## src/sv/b64lw_pkg.sv

```systemverilog
`timescale 1ns / 1ps
// ----------------------------------------------------------------------------
// b64lw_pkg
// Shared types, constants and the character table of the Base64 line-wrap
// encoder.
// ----------------------------------------------------------------------------
package b64lw_pkg;

    // Character codes
    localparam logic [7:0] CH_PAD            = 8'd61;   // '='
    localparam logic [7:0] CH_LF             = 8'd10;   // line feed
    localparam logic [7:0] LINE_LENGTH_RESET = 8'd76;
    localparam logic [8:0] GROUP_CHARS       = 9'd4;    // characters per full group

    // Command queue between front and back
    localparam int Q_DEPTH = 2;                          // power of two
    localparam int Q_PTR_W = $clog2(Q_DEPTH);
    localparam int Q_CNT_W = $clog2(Q_DEPTH + 1);

    // One command: up to four characters for the back end to send
    typedef struct packed {
        logic [3:0][7:0] chars;     // chars[0] goes out first
        logic [1:0]      last_idx;  // index of the final character (count - 1)
        logic            last;      // final command of the message
    } b64lw_cmd_t;

    // Queue status seen by the front and the back
    typedef struct packed {
        logic full;
        logic empty;
    } b64lw_qstat_t;

    // Six-bit value to Base64 alphabet character
    function automatic logic [7:0] b64lw_sym(input logic [5:0] v);
        logic [7:0] w;
        w = {2'b00, v};
        if (v < 6'd26) begin
            return 8'd65 + w;               // A..Z
        end else if (v < 6'd52) begin
            return 8'd71 + w;               // a..z  ('a' - 26)
        end else if (v < 6'd62) begin
            return w - 8'd4;                // 0..9  ('0' - 52)
        end else if (v == 6'd62) begin
            return 8'd43;                   // '+'
        end else begin
            return 8'd47;                   // '/'
        end
    endfunction

endpackage

```

## src/sv/b64lw_front.sv

```systemverilog
`timescale 1ns / 1ps
// ----------------------------------------------------------------------------
// b64lw_front
// Takes input bytes, tracks the group phase, carried bits and line count,
// and turns each byte into one command of up to four characters.
// ----------------------------------------------------------------------------
module b64lw_front
    import b64lw_pkg::*;
(
    input  logic        aclk,
    input  logic        aresetn,
    // line length register
    input  logic        cfg_wr_en,
    input  logic [7:0]  cfg_wr_data,
    // byte input
    input  logic        s_valid,
    output logic        s_ready,
    input  logic [7:0]  s_data_byte,
    input  logic        s_last_byte,
    // command output
    input  b64lw_qstat_t q_stat,
    output logic        cmd_push,
    output b64lw_cmd_t  cmd
);

    // Group phase codes
    localparam logic [1:0] PH_ZERO = 2'd0;
    localparam logic [1:0] PH_ONE  = 2'd1;
    localparam logic [1:0] PH_TWO  = 2'd2;

    logic [1:0] phase_reg,      phase_next;
    logic [3:0] carry_reg,      carry_next;
    logic [7:0] line_count_reg, line_count_next;
    logic [7:0] line_length_reg;
    logic [8:0] count_sum;
    logic       accept;

    assign s_ready  = !q_stat.full;
    assign accept   = s_valid && s_ready;
    assign cmd_push = accept;

    // Characters of this byte and the next encoder state
    always_comb begin
        cmd             = '0;
        cmd.last        = s_last_byte;
        phase_next      = phase_reg;
        carry_next      = carry_reg;
        line_count_next = line_count_reg;
        count_sum       = {1'b0, line_count_reg} + GROUP_CHARS;
        case (phase_reg)
            PH_ONE: begin
                cmd.chars[0] = b64lw_sym({carry_reg[1:0], s_data_byte[7:4]});
                if (s_last_byte) begin
                    cmd.chars[1] = b64lw_sym({s_data_byte[3:0], 2'b00});
                    cmd.chars[2] = CH_PAD;
                    cmd.last_idx = 2'd2;
                end else begin
                    cmd.last_idx = 2'd0;
                    carry_next   = s_data_byte[3:0];
                    phase_next   = PH_TWO;
                end
            end
            PH_TWO: begin
                cmd.chars[0] = b64lw_sym({carry_reg, s_data_byte[7:6]});
                cmd.chars[1] = b64lw_sym(s_data_byte[5:0]);
                // group complete: wrap once the line is long enough
                if (count_sum >= {1'b0, line_length_reg}) begin
                    cmd.chars[2]    = CH_LF;
                    cmd.last_idx    = 2'd2;
                    line_count_next = '0;
                end else begin
                    cmd.last_idx    = 2'd1;
                    line_count_next = count_sum[7:0];
                end
                carry_next = '0;
                phase_next = PH_ZERO;
            end
            default: begin
                cmd.chars[0] = b64lw_sym(s_data_byte[7:2]);
                if (s_last_byte) begin
                    cmd.chars[1] = b64lw_sym({s_data_byte[1:0], 4'b0000});
                    cmd.chars[2] = CH_PAD;
                    cmd.chars[3] = CH_PAD;
                    cmd.last_idx = 2'd3;
                end else begin
                    cmd.last_idx = 2'd0;
                    carry_next   = {2'b00, s_data_byte[1:0]};
                    phase_next   = PH_ONE;
                end
            end
        endcase
        // end of message: fresh group on a fresh line
        if (s_last_byte) begin
            phase_next      = PH_ZERO;
            carry_next      = '0;
            line_count_next = '0;
        end
    end

    // State registers
    always_ff @(posedge aclk) begin
        if (!aresetn) begin
            phase_reg       <= PH_ZERO;
            carry_reg       <= '0;
            line_count_reg  <= '0;
            line_length_reg <= LINE_LENGTH_RESET;
        end else begin
            if (accept) begin
                phase_reg      <= phase_next;
                carry_reg      <= carry_next;
                line_count_reg <= line_count_next;
            end
            if (cfg_wr_en) begin
                line_length_reg <= cfg_wr_data;
            end
        end
    end

    // Checks
    a_msg_end_clears: assert property (@(posedge aclk) disable iff (!aresetn)
        (accept && s_last_byte) |=> (phase_reg == PH_ZERO && line_count_reg == 8'd0
                                     && carry_reg == 4'd0))
        else $error("state not cleared after end of message");

    a_count_whole_groups: assert property (@(posedge aclk) disable iff (!aresetn)
        line_count_reg[1:0] == 2'b00)
        else $error("line count is not a whole number of groups");

    a_carry_width: assert property (@(posedge aclk) disable iff (!aresetn)
        (phase_reg == PH_ONE) |-> (carry_reg[3:2] == 2'b00))
        else $error("stray carried bits in phase one");

endmodule

```

## src/sv/b64lw_queue.sv

```systemverilog
`timescale 1ns / 1ps
// ----------------------------------------------------------------------------
// b64lw_queue
// Short command queue that decouples the byte front end from the character
// back end.
// ----------------------------------------------------------------------------
module b64lw_queue
    import b64lw_pkg::*;
(
    input  logic         aclk,
    input  logic         aresetn,
    input  logic         push,
    input  b64lw_cmd_t   push_cmd,
    input  logic         pop,
    output b64lw_cmd_t   head_cmd,
    output b64lw_qstat_t q_stat
);

    b64lw_cmd_t         mem [Q_DEPTH];
    logic [Q_PTR_W-1:0] wr_ptr_reg;
    logic [Q_PTR_W-1:0] rd_ptr_reg;
    logic [Q_CNT_W-1:0] count_reg;
    logic               do_push;
    logic               do_pop;

    assign q_stat.full  = (count_reg == Q_CNT_W'(Q_DEPTH));
    assign q_stat.empty = (count_reg == '0);
    assign do_push      = push && !q_stat.full;
    assign do_pop       = pop && !q_stat.empty;
    assign head_cmd     = mem[rd_ptr_reg];

    // Storage
    always_ff @(posedge aclk) begin
        if (do_push) begin
            mem[wr_ptr_reg] <= push_cmd;
        end
    end

    // Pointers and fill count
    always_ff @(posedge aclk) begin
        if (!aresetn) begin
            wr_ptr_reg <= '0;
            rd_ptr_reg <= '0;
            count_reg  <= '0;
        end else begin
            if (do_push) begin
                wr_ptr_reg <= wr_ptr_reg + Q_PTR_W'(1);
            end
            if (do_pop) begin
                rd_ptr_reg <= rd_ptr_reg + Q_PTR_W'(1);
            end
            if (do_push && !do_pop) begin
                count_reg <= count_reg + Q_CNT_W'(1);
            end else if (do_pop && !do_push) begin
                count_reg <= count_reg - Q_CNT_W'(1);
            end
        end
    end

    // Checks
    a_no_overflow: assert property (@(posedge aclk) disable iff (!aresetn)
        count_reg <= Q_CNT_W'(Q_DEPTH))
        else $error("queue fill count beyond depth");

    a_no_lost_push: assert property (@(posedge aclk) disable iff (!aresetn)
        push |-> !q_stat.full)
        else $error("push into a full queue");

endmodule

```

## src/sv/b64lw_back.sv

```systemverilog
`timescale 1ns / 1ps
// ----------------------------------------------------------------------------
// b64lw_back
// Walks the characters of the command at the queue head and sends them one
// per cycle, while the output is not stalled, through an output register.
// ----------------------------------------------------------------------------
module b64lw_back
    import b64lw_pkg::*;
(
    input  logic         aclk,
    input  logic         aresetn,
    input  b64lw_cmd_t   head_cmd,
    input  b64lw_qstat_t q_stat,
    output logic         pop,
    output logic         m_valid,
    input  logic         m_ready,
    output logic [7:0]   m_out_char,
    output logic         m_last_char
);

    logic [1:0] idx_reg;
    logic       valid_reg;
    logic [7:0] char_reg;
    logic       last_reg;
    logic       load;
    logic       at_end;

    // Load the next character whenever a command waits and the output register is free
    assign load   = !q_stat.empty && (!valid_reg || m_ready);
    assign at_end = (idx_reg == head_cmd.last_idx);
    assign pop    = load && at_end;

    assign m_valid     = valid_reg;
    assign m_out_char  = char_reg;
    assign m_last_char = last_reg;

    // Control
    always_ff @(posedge aclk) begin
        if (!aresetn) begin
            valid_reg <= 1'b0;
            idx_reg   <= '0;
        end else begin
            if (load) begin
                valid_reg <= 1'b1;
                idx_reg   <= at_end ? 2'd0 : idx_reg + 2'd1;
            end else if (m_ready) begin
                valid_reg <= 1'b0;
            end
        end
    end

    // Output payload
    always_ff @(posedge aclk) begin
        if (load) begin
            char_reg <= head_cmd.chars[idx_reg];
            last_reg <= head_cmd.last && at_end;
        end
    end

    // Checks
    a_mid_cmd_has_head: assert property (@(posedge aclk) disable iff (!aresetn)
        (idx_reg != 2'd0) |-> !q_stat.empty)
        else $error("character index set with no command at the head");

    a_idx_in_range: assert property (@(posedge aclk) disable iff (!aresetn)
        !q_stat.empty |-> (idx_reg <= head_cmd.last_idx))
        else $error("character index past the end of the command");

endmodule

```

## src/sv/base64_encoder_line_wrap_core.sv

```systemverilog
`timescale 1ns / 1ps
// ----------------------------------------------------------------------------
// base64_encoder_line_wrap_core
// Streaming Base64 encoder with line feeds after complete groups.
// ----------------------------------------------------------------------------
// A byte can be taken in every cycle while the two-entry command queue has
// room; the back end sends one character per cycle while the output is ready
// and a command waits, so the sustained rate is set by the output, line feeds
// and pads included. A character passes through a queue entry and then the
// output register after its byte is taken. line_length (reset 76) is compared
// after every complete group; a final partial group is padded with '=' and
// never wraps. The last character of a message carries m_last_char.
// ----------------------------------------------------------------------------
module base64_encoder_line_wrap_core
    import b64lw_pkg::*;
(
    input  logic       aclk,
    input  logic       aresetn,
    input  logic       cfg_wr_en,
    input  logic [7:0] cfg_wr_data,
    input  logic       s_valid,
    output logic       s_ready,
    input  logic [7:0] s_data_byte,
    input  logic       s_last_byte,
    output logic       m_valid,
    input  logic       m_ready,
    output logic [7:0] m_out_char,
    output logic       m_last_char
);

    b64lw_qstat_t q_stat;
    b64lw_cmd_t   push_cmd;
    b64lw_cmd_t   head_cmd;
    logic         push;
    logic         pop;

    // Byte front end
    b64lw_front u_front (
        .aclk        (aclk),
        .aresetn     (aresetn),
        .cfg_wr_en   (cfg_wr_en),
        .cfg_wr_data (cfg_wr_data),
        .s_valid     (s_valid),
        .s_ready     (s_ready),
        .s_data_byte (s_data_byte),
        .s_last_byte (s_last_byte),
        .q_stat      (q_stat),
        .cmd_push    (push),
        .cmd         (push_cmd)
    );

    // Command queue
    b64lw_queue u_queue (
        .aclk     (aclk),
        .aresetn  (aresetn),
        .push     (push),
        .push_cmd (push_cmd),
        .pop      (pop),
        .head_cmd (head_cmd),
        .q_stat   (q_stat)
    );

    // Character back end
    b64lw_back u_back (
        .aclk        (aclk),
        .aresetn     (aresetn),
        .head_cmd    (head_cmd),
        .q_stat      (q_stat),
        .pop         (pop),
        .m_valid     (m_valid),
        .m_ready     (m_ready),
        .m_out_char  (m_out_char),
        .m_last_char (m_last_char)
    );

endmodule

```

## config.mk

```make
export PLATFORM = sky130hd
export DESIGN_NAME = base64_encoder_line_wrap_core
export DESIGN_NICKNAME = d
export VERILOG_FILES = /design/src/sv/b64lw_pkg.sv /design/src/sv/b64lw_front.sv /design/src/sv/b64lw_queue.sv /design/src/sv/b64lw_back.sv /design/src/sv/base64_encoder_line_wrap_core.sv
export SDC_FILE = /design/constraint.sdc
export NUM_CORES = 1
export LEC_CHECK = 0
export BUFFER_PORTS_ARGS = -buffer_cell sky130_fd_sc_hd__buf_2
export CAP_MARGIN = 15
export CORE_ASPECT_RATIO = 2
export CORE_UTILIZATION = 50
export CTS_CLUSTER_DIAMETER = 60
export DETAILED_ROUTE_END_ITERATION = 8
export PLACE_DENSITY = 0.68
export SETUP_SLACK_MARGIN = 0.02
export SLEW_MARGIN = 20
export SYNTH_ARGS = -nofsm -noshare
export SYNTH_HDL_FRONTEND = slang
export SYNTH_SLANG_ARGS = --single-unit
```

## constraint.sdc

```tcl
create_clock -name aclk -period 4.9 [get_ports aclk]
set_input_delay 0.735 -clock aclk [delete_from_list [all_inputs] [get_ports aclk]]
set_output_delay 0.735 -clock aclk [all_outputs]
set_load 0.01 [all_outputs]
```

==> results.sh <==
export IMPL_status="finished clean"
export IMPL_row_count=53
export IMPL_io_buffers=32
export IMPL_dieArea_sq_um=11200
export IMPL_final_nets=624
export IMPL_tns_ps=0
export IMPL_rr_endpoint="u_queue.mem[1][6]$_DFFE_PP_"
export IMPL_post_cts_buffers=0
export IMPL_yosysSeqAreaShare=0.398
export IMPL_crit_path_start_kind="input pin"
export IMPL_avgSynthCellArea_sq_um=9.65
export IMPL_async_reset_ff_frac=0
export IMPL_crit_required_ps=4980
export IMPL_avgRoutedWirePerCell_um=19.4
export IMPL_timing_rr_start="u_front.carry_reg[1]$_SDFFE_PN0P_"
export IMPL_multi_input_area_sq_um=2970
export IMPL_ctsHoldBuffers=0
export IMPL_finalSetupViolCount=0
export IMPL_cts_root_buf="clkbuf_16"
export IMPL_ant_nets=0
export IMPL_worst_slew_pin_slew_ps=930
export IMPL_grt_start_max_net_pins=25
export IMPL_cp_startpoint="s_data_byte[7]"
export IMPL_vias=4389
export IMPL_placedCellCount=695
export IMPL_syn_nets=615
export IMPL_p_leak_nw=2.27
export IMPL_cts_buffer_depth=2
export IMPL_yosysUniqueCellTypes=75
export IMPL_drt_wl_total_um=13800
export IMPL_rrSetupSlack_ps=2200
export IMPL_routed_via_density=6.17
export IMPL_critPathCapture="u_queue.mem[1][5]$_DFFE_PP_"
export IMPL_grt_pass1_wl_um=21700
export IMPL_ys_ff_latch=81
export IMPL_cts_num_sinks=81
export IMPL_seq_area_sq_um=2150
export IMPL_fin_crit_ps=2820
export IMPL_antenna_cells=0
export IMPL_hold_viol_final=0
export IMPL_grt_pass1_vias=4250
export IMPL_yosys_top_cells_area="edfxtp_1 (29%), dfxtp_1 (10%), ha_1 (7.6%), nand2_1 (3.8%), xnor2_1 (3.1%)"
export IMPL_p_per_area_nw_per_um2=385
export IMPL_fin_skew_ps=4.32
export IMPL_synth_warnings=0
export IMPL_cts_made_buffers=9
export IMPL_cp_end_kind="flop"
export IMPL_peakVddDrop_uv=267
export IMPL_core_sq_um=10500
export IMPL_die_h_um=149
export IMPL_gp_congestion=0.916
export IMPL_track_usage=0.263
export IMPL_drtIter0Drc=219
export IMPL_cts_resized=0
export IMPL_cp_arrival_ps=2900
export IMPL_timing_fmax_mhz=354
export IMPL_area_growth_pct=8.38
export IMPL_layout_drive_gt1_share=0.136
export IMPL_rsz0062_at_grt="false"
export IMPL_slew_violations=0
export IMPL_drcViolationCount=0
export IMPL_synthFlopType="edfxtp_1"
export IMPL_drt_first_pass_iters=5
export IMPL_largest_reg_flops=44
export IMPL_fin_cells=711
export IMPL_r2r_cells=7
export IMPL_antenna_found_initial=0
export IMPL_worstSetupPathType="in -> reg"
export IMPL_clk_pin_slew_worst_paths_ps=60
export IMPL_nFillCells=1007
export IMPL_yosysTopAreaCell="edfxtp_1"
export IMPL_slew_headroom=0.379
export IMPL_cts_tree="yes"
export IMPL_start_util=0.516
export IMPL_syn_instance_count=560
export IMPL_synth_area_sq_um=5400
export IMPL_yosys_area_top_type_share=0.295
export IMPL_finalCritPeriodShare=0.577
export IMPL_gr_total_overflow=0
export IMPL_cp_max_fo=16
export IMPL_drv_cap=0
export IMPL_min_path_type="reg -> reg"
export IMPL_synth_enable_flop_cells=53
export IMPL_boundaryPins=33
export IMPL_die_x_um=75.5
export IMPL_htree_levels=3
export IMPL_dp_final_hpwl_um=10400
export IMPL_insertion_delay_ps=330
## cells by family (layout without fill, tap and decap cells)
| logic type | count (synthesis) | in the layout | synth area share |
|---|---|---|---|
| simple gates | 183 | 183 | 0.179 |
| compound gates | 147 | 147 | 0.189 |
| flops | 81 | 81 | 0.398 |
| buf+inv | 67 | 81 | 0.0540 |
| fa+ha+maj | 33 | 33 | 0.0764 |
| mux | 26 | 26 | 0.0653 |
| xor+xnor | 23 | 23 | 0.0373 |
## synthesized netlist by cell type, types with 11 or more instances
master	number
a21oi_1	26
and2_1	11
buf_2	14
clkbuf_1	16
dfxtp_1	28
edfxtp_1	53
ha_1	33
inv_1	30
mux2i_1	15
nand2_1	54
nand3_1	23
nor2_1	27
nor2b_1	21
o21ai_0	23
xnor2_1	19
## worst min path at each step
stage,start,to,slack [ps],cells after the start
6_report,u_front.line_length_reg[3]$_SDFFE_PN1P_,u_front.line_length_reg[3]$_SDFFE_PN1P_,500,2
2_1_floorplan,u_front.line_length_reg[2]$_SDFFE_PN1P_,u_front.line_length_reg[2]$_SDFFE_PN1P_,460,2
4_1_cts,u_front.line_length_reg[3]$_SDFFE_PN1P_,u_front.line_length_reg[3]$_SDFFE_PN1P_,500,2
3_3_place_gp,u_front.line_length_reg[3]$_SDFFE_PN1P_,u_front.line_length_reg[3]$_SDFFE_PN1P_,490,2
3_5_place_dp,u_front.line_length_reg[3]$_SDFFE_PN1P_,u_front.line_length_reg[3]$_SDFFE_PN1P_,490,2
5_1_grt,u_front.line_length_reg[3]$_SDFFE_PN1P_,u_front.line_length_reg[3]$_SDFFE_PN1P_,530,2
## worst max-delay path: stages
cell	delay [ps]
buf_2	320
inv_1	230
ha_1	280
nand2b_1	360
nor2_1	250
a211oi_1	80
o31a_1	340
a211o_1	310
## cells in the final DEF, fill, tap and decap left out, drive strengths merged, types with 7 or more instances in the layout
master	instances
ha	33
and2	11
edfxtp	53
nor2b	22
a31oi	8
nand3	24
clkbuf	10
dfxtp	28
inv	30
nor3	7
mux2i	15
a211oi	10
nor2	27
buf	34
nand2b	9
o211ai	8
mux4	7
xnor2	19
a21o	9
a21oi	29
nand2	55
o21ai	25
## layout make-up
class | count | share of cell area
multi-input cells | 412 | 0.507
flip-flops and latches | 81 | 0.368
clock buffers | 10 | 0.0391
repair buffers | 34 | 0.0299
well taps | 137 | 0.0293
inverters | 31 | 0.0199
clock inverters | 6 | 0.00769
## power by group
| group | internal [mW] | switching, mW | total, mW |
|---|---|---|---|
| Combinational | 0.281 | 0.362 | 0.644 |
| Clock | 0.343 | 0.263 | 0.607 |
| Sequential | 0.907 | 0.0992 | 1.01 |
## stage by stage
stage	area, sq um	hold slack, ps	worst slack, ps	total power [mW]	util
floorplan	5400	461	2370	1.48	-
global placement	5580	488	1740	1.65	0.532
detailed placement	5580	488	1770	1.67	0.533
CTS	5860	502	2110	2.27	0.559
global route	5860	529	1950	2.40	0.559
finish	5860	498	2080	2.26	0.559
## routing by layer
layer / wire length, um / track usage
met5: 0 / 0
met4: 755 / 0.159
met3: 499 / 0.0358
met2: 7570 / 0.478
met1: 4960 / 0.272
Note: power is estimated with default switching activity, not from simulation.
